`src/hw/rtl/assert_macros.svh`:
```
// assertion macros shared by the rtl files
// no dependencies; define NO_ASSERTIONS to compile them out
`ifndef ASSERT_MACROS_SVH
`define ASSERT_MACROS_SVH
`ifndef NO_ASSERTIONS
`define ASSERT_ALWAYS(lbl, clk, rst_n, expr) \
    lbl: assert property (@(posedge clk) disable iff (!rst_n) (expr)) \
        else $error("assertion failed");
`define ASSERT_IMPLY(lbl, clk, rst_n, ante, cons) \
    lbl: assert property (@(posedge clk) disable iff (!rst_n) (ante) |-> (cons)) \
        else $error("assertion failed");
`else
`define ASSERT_ALWAYS(lbl, clk, rst_n, expr)
`define ASSERT_IMPLY(lbl, clk, rst_n, ante, cons)
`endif
`endif

```
`src/hw/rtl/tmrhs_pkg.sv`:
```
// shared types, codes and hamming(7,4) helpers for the tmr scrub store
// no dependencies
`default_nettype none

package tmrhs_pkg;

    localparam logic [1:0] MODE_WRITE  = 2'd0;
    localparam logic [1:0] MODE_READ   = 2'd1;
    localparam logic [1:0] MODE_INJECT = 2'd2;
    localparam logic [1:0] MODE_SCRUB  = 2'd3;

    localparam logic [1:0] ST_AGREE    = 2'd0;
    localparam logic [1:0] ST_MAJORITY = 2'd1;
    localparam logic [1:0] ST_HAMMING  = 2'd2;
    localparam logic [1:0] ST_IGNORED  = 2'd3;

    localparam logic [1:0] SEL_NONE = 2'd3;

    localparam logic [15:0] COUNT_MAX = 16'hFFFF;

    // one stored location: three copies and the code word of the low nibble
    typedef struct packed {
        logic [7:0] copy0;
        logic [7:0] copy1;
        logic [7:0] copy2;
        logic [6:0] parity;
    } t_entry;

    // controller to datapath
    typedef struct packed {
        logic capture;
        logic clear_step;
        logic exec;
    } t_dp_cmd;

    // datapath to controller
    typedef struct packed {
        logic clear_last;
    } t_dp_stat;

    // bit 0 first: p1 p2 d1 p3 d2 d3 d4
    function automatic logic [6:0] ham_code(input logic [3:0] nib);
        logic p1, p2, p3;
        p1 = nib[0] ^ nib[1] ^ nib[3];
        p2 = nib[0] ^ nib[2] ^ nib[3];
        p3 = nib[1] ^ nib[2] ^ nib[3];
        return {nib[3], nib[2], nib[1], p3, nib[0], p2, p1};
    endfunction

    function automatic logic [3:0] ham_fix(input logic [6:0] w);
        logic [2:0] syn;
        logic [6:0] fixed;
        syn[0] = w[0] ^ w[2] ^ w[4] ^ w[6];
        syn[1] = w[1] ^ w[2] ^ w[5] ^ w[6];
        syn[2] = w[3] ^ w[4] ^ w[5] ^ w[6];
        fixed  = w;
        if (syn != 3'd0) begin
            fixed = w ^ (7'd1 << (syn - 3'd1));
        end
        return {fixed[6], fixed[5], fixed[4], fixed[2]};
    endfunction

endpackage

`default_nettype wire

```
`src/hw/rtl/tmrhs_ctrl.sv`:
```
// sequencing fsm: clearing pass after reset, then read / execute per request
// depends on tmrhs_pkg and assert_macros.svh
`default_nettype none
`include "assert_macros.svh"

module tmrhs_ctrl (
    input  wire logic               i_clk,
    input  wire logic               i_rst_n,
    input  wire logic               i_start,
    input  wire tmrhs_pkg::t_dp_stat i_stat,
    output tmrhs_pkg::t_dp_cmd      o_cmd,
    output logic                    o_busy
);

    localparam logic [1:0] S_CLEAR = 2'd0;
    localparam logic [1:0] S_IDLE  = 2'd1;
    localparam logic [1:0] S_READ  = 2'd2;
    localparam logic [1:0] S_EXEC  = 2'd3;

    logic [1:0] r_state;
    logic [1:0] n_state;

    always_ff @(posedge i_clk) begin
        if (!i_rst_n) begin
            r_state <= S_CLEAR;
        end else begin
            r_state <= n_state;
        end
    end

    always_comb begin
        n_state          = r_state;
        o_cmd.capture    = 1'b0;
        o_cmd.clear_step = 1'b0;
        o_cmd.exec       = 1'b0;
        case (r_state)
            S_CLEAR: begin
                o_cmd.clear_step = 1'b1;
                if (i_stat.clear_last) begin
                    n_state = S_IDLE;
                end
            end
            S_IDLE: begin
                if (i_start) begin
                    o_cmd.capture = 1'b1;
                    n_state       = S_READ;
                end
            end
            S_READ: begin
                n_state = S_EXEC;
            end
            S_EXEC: begin
                o_cmd.exec = 1'b1;
                n_state    = S_IDLE;
            end
            default: begin
                n_state = S_IDLE;
            end
        endcase
    end

    assign o_busy = (r_state != S_IDLE);

    `ASSERT_ALWAYS(a_cmd_exclusive, i_clk, i_rst_n,
        $onehot0({o_cmd.capture, o_cmd.clear_step, o_cmd.exec}))
    `ASSERT_IMPLY(a_exec_follows_capture, i_clk, i_rst_n,
        o_cmd.exec, $past(o_cmd.capture, 2))

endmodule

`default_nettype wire

```
`config.mk`:
```
export PLATFORM = sky130hd
export DESIGN_NAME = tmrhs_ctrl
export DESIGN_NICKNAME = d
export VERILOG_FILES = /design/src/hw/rtl/tmrhs_pkg.sv /design/src/hw/rtl/tmrhs_ctrl.sv
export VERILOG_INCLUDE_DIRS = /design/src /design/src/hw/rtl
export SDC_FILE = /design/constraint.sdc
export NUM_CORES = 1
export LEC_CHECK = 0
export BUFFER_PORTS_ARGS = -buffer_cell sky130_fd_sc_hd__buf_2
export CAP_MARGIN = 10
export CELL_PAD_IN_SITES_DETAIL_PLACEMENT = 0
export CELL_PAD_IN_SITES_GLOBAL_PLACEMENT = 1
export CORE_AREA = 10 10 47 49
export DETAILED_ROUTE_END_ITERATION = 7
export DIE_AREA = 0 0 57 59
export PLACE_DENSITY_LB_ADDON = 0.1
export REMOVE_ABC_BUFFERS = 1
export SKIP_LAST_GASP = 1
export SYNTH_ARGS = -nofsm -noshare
export SYNTH_HDL_FRONTEND = slang
export SYNTH_SLANG_ARGS = --single-unit
```
`constraint.sdc`:
```
create_clock -name i_clk -period 1.2 [get_ports i_clk]
set_input_delay 0.12 -clock i_clk [delete_from_list [all_inputs] [get_ports i_clk]]
set_output_delay 0.12 -clock i_clk [all_outputs]
set_load 0.01 [all_outputs]
```
==> results.md <==
- Clock-pin slew on the worst setup and hold paths: 30 ps
- Core Rows: 14
- Die height: 59 um
- 1st-iter DRT viols: 2
- Final setup viols: 0
- DRC: 0
- Post-Syn Area: 152.6 um^2
- WL/cell: 10.16 um
- HP Class: primary input to flop
- Tightest Pin Transition: 108.0 ps
- Final hold vios: 0
- Via count: 150
- RSZ-0062 raised after global routing: false
- Mapped Cells: 17
- Clock sink count: 2
- Vias in the first global route: 182
- Mean post-synth cell area: 8.979 um^2
- Period utilization: 94.91%
- Critical path class: flop to primary output
- CP max-delay cell: dfxtp_2
- Largest net degree at the start of global routing: 5
- CP Max Fanout: 2
- Top Family by Delay on Critical Path: flip-flops
- Most frequent cells in the layout: buf_2, nand2_1, clkbuf_4
- Routability cong.: 0.6477
- Number of fill cells: 171
- Final setup TNS: 0 ps
- Leakage: 0.1238 nW
- TritonRoute pass-1 iters: 2
- Clk buf depth: 2
- Max cap viols: 0
- Post-route cell area: 255.2 um^2
- Top area cells in the synthesized netlist: dfxtp_1, ha_1, nand2b_4
- Worst vdd ir: 0.6270 mV
- Worst EP required: 1080 ps
- Arrival time worst endpoint: 1020 ps
- Clock skew: 0.7325 ps
- Biggest register: r_state
- Reg area: 42.54 um^2
- # diodes: 0
- Outcome: finished, final reports clean
- H-tree levels: 1
- Routed WL: 447 um
- Clock buffer count from CTS: 3
- Startpoint Class: flop
- DP Area: 207.7 um^2
- Top-area cell type share of the netlist area: 26.23%
- Dpl hpwl: 379 um
- Post-synth top area cell: dfxtp_1
- First-pass GRT wire length: 731 um
- Rel. slew slack: 92.59%
- Placed cell count: 40
- Vias per Instance: 3.409
- CP cell instances: inv_2 -> ha_4 -> and2_1 -> buf_2
- Warnings, synthesis: 0
- F_max: 0.8780 GHz
- Initial antenna violation count: 0
- Multi-input logic area: 116.4 um^2
- Placeable core area: 1401 um^2
- Worst path bufs/invs: 2
- Share of cells above drive strength 1: 67.86%
- CTS tree: done
- Top Registers: r_state (2)
- Max reg flops: 2
- Final min period: 1139 ps
- DIE AREA: 3363 um^2
- Total power: 611.6 uW
- Clock root cell: clkbuf_4
- CP max stage delay: 320 ps
- Commonest non-fill, non-tap cell in the layout: buf_2
- Synth unique cells: 11
- Ports: 8
- Hold Buf Count CTS: 0
- Post-layout util: 18.21%
- #FFs+latches synth: 2
- Total congestion overflow: 0
- Post-layout net count: 37
- Register area share after synthesis: 26.23%
- Clock latency at the later pin of the worst-skew pair: 220 ps
- Number of I/O port buffers: 7
- Area growth from synthesis to layout: 67.21%
- Max-slew violations: 0
- Final Non-Filler Cells: 44
- Crit. End Element: primary output
- Final ANT Viol Nets: 0
- Pwr Density: 2396 nW/um^2
- Die Width: 57 um
- Initial core utilization: 10.89%
- All-Layer GR Usage: 2.977%
[metal layers]
| layer | global-route usage, % | vias up | share of wire, % |
|---|---|---|---|
| met5 | 0 | - | 0 |
| met4 | 4.027 | 0 | 0 |
| met3 | 1.073 | 0 | 9.2 |
| met2 | 4.186 | 5 | 47 |
| met1 | 2.955 | 66 | 43 |
| li1 | - | 79 | - |
[cell type report]
cell class | count | area share, %
flip-flops and latches | 2 | 16.67
multi-input cells | 12 | 45.59
inverters | 3 | 4.412
repair buffers | 8 | 16.67
clock buffers | 3 | 8.824
well taps | 16 | 7.843
[synthesized netlist by cell type]
cell	count
mux2i_1	1
and2_1	1
a31o_1	1
nand2b_4	1
ha_1	3
inv_2	1
nand2_1	3
dfxtp_1	2
o21ai_2	1
a21oi_1	1
inv_1	2
[worst min-delay path, delay by kind of cell]
family / cells / cell delay (ps)
mux: 1 / 50
buf+inv: 1 / 120
simple gates: 1 / 60
[timing repair]
| item | in CTS | in global routing |
|---|---|---|
| resized for setup | 2 | 4 |
| endpoints found under the setup margin | 1 | 3 |
| buffers inserted | 1 | 0 |
[per-stage QoR]
| stage | worst slack [ps] | hold WS [ps] |
|---|---|---|
| global route | 6.322 | 195.6 |
| finish | 61.11 | 186.8 |
| CTS | 12.24 | 179.3 |
| floorplan | 109.9 | 261.7 |
| global placement | 102.6 | 424.7 |
| detailed placement | 77.54 | 425.8 |
[report_power, final]
group / switching (mW) / total (mW) / internal (mW) / leakage (nW)
registers: 0.0342 / 0.137 / 0.103 / 0.0172
clock network: 0.0343 / 0.144 / 0.110 / 0.0138
logic: 0.171 / 0.330 / 0.158 / 0.0928
total: 0.240 / 0.612 / 0.372 / 0.124
[path summary, 6_finish.rpt]
check        slack [ps]  depth (start not counted)                     from                 endpoint
max                  60                          4  r_state[1]$_SDFFE_PN0P_                 o_cmd[2]
min                 190                          3                  i_rst_n  r_state[1]$_SDFFE_PN0P_
max reg2reg         130                          5  r_state[0]$_SDFFE_PN0P_  r_state[0]$_SDFFE_PN0P_
min reg2reg         590                          3  r_state[1]$_SDFFE_PN0P_  r_state[1]$_SDFFE_PN0P_
[kinds of logic (layout without fill, tap and decap cells)]
logic type                 count (synthesis)  after routing  share of synthesized area (%)
and+or+nand+nor                            5              5                          20.49
adders and majority gates                  3              3                          24.59
AOI/OAI and AO/OA                          3              3                          14.75
buffers and inverters                      3             14                          7.377
DFF                                        2              2                          26.23
muxes                                      1              1                          6.558
No activity file was read; power rests on OpenSTA's default activity.
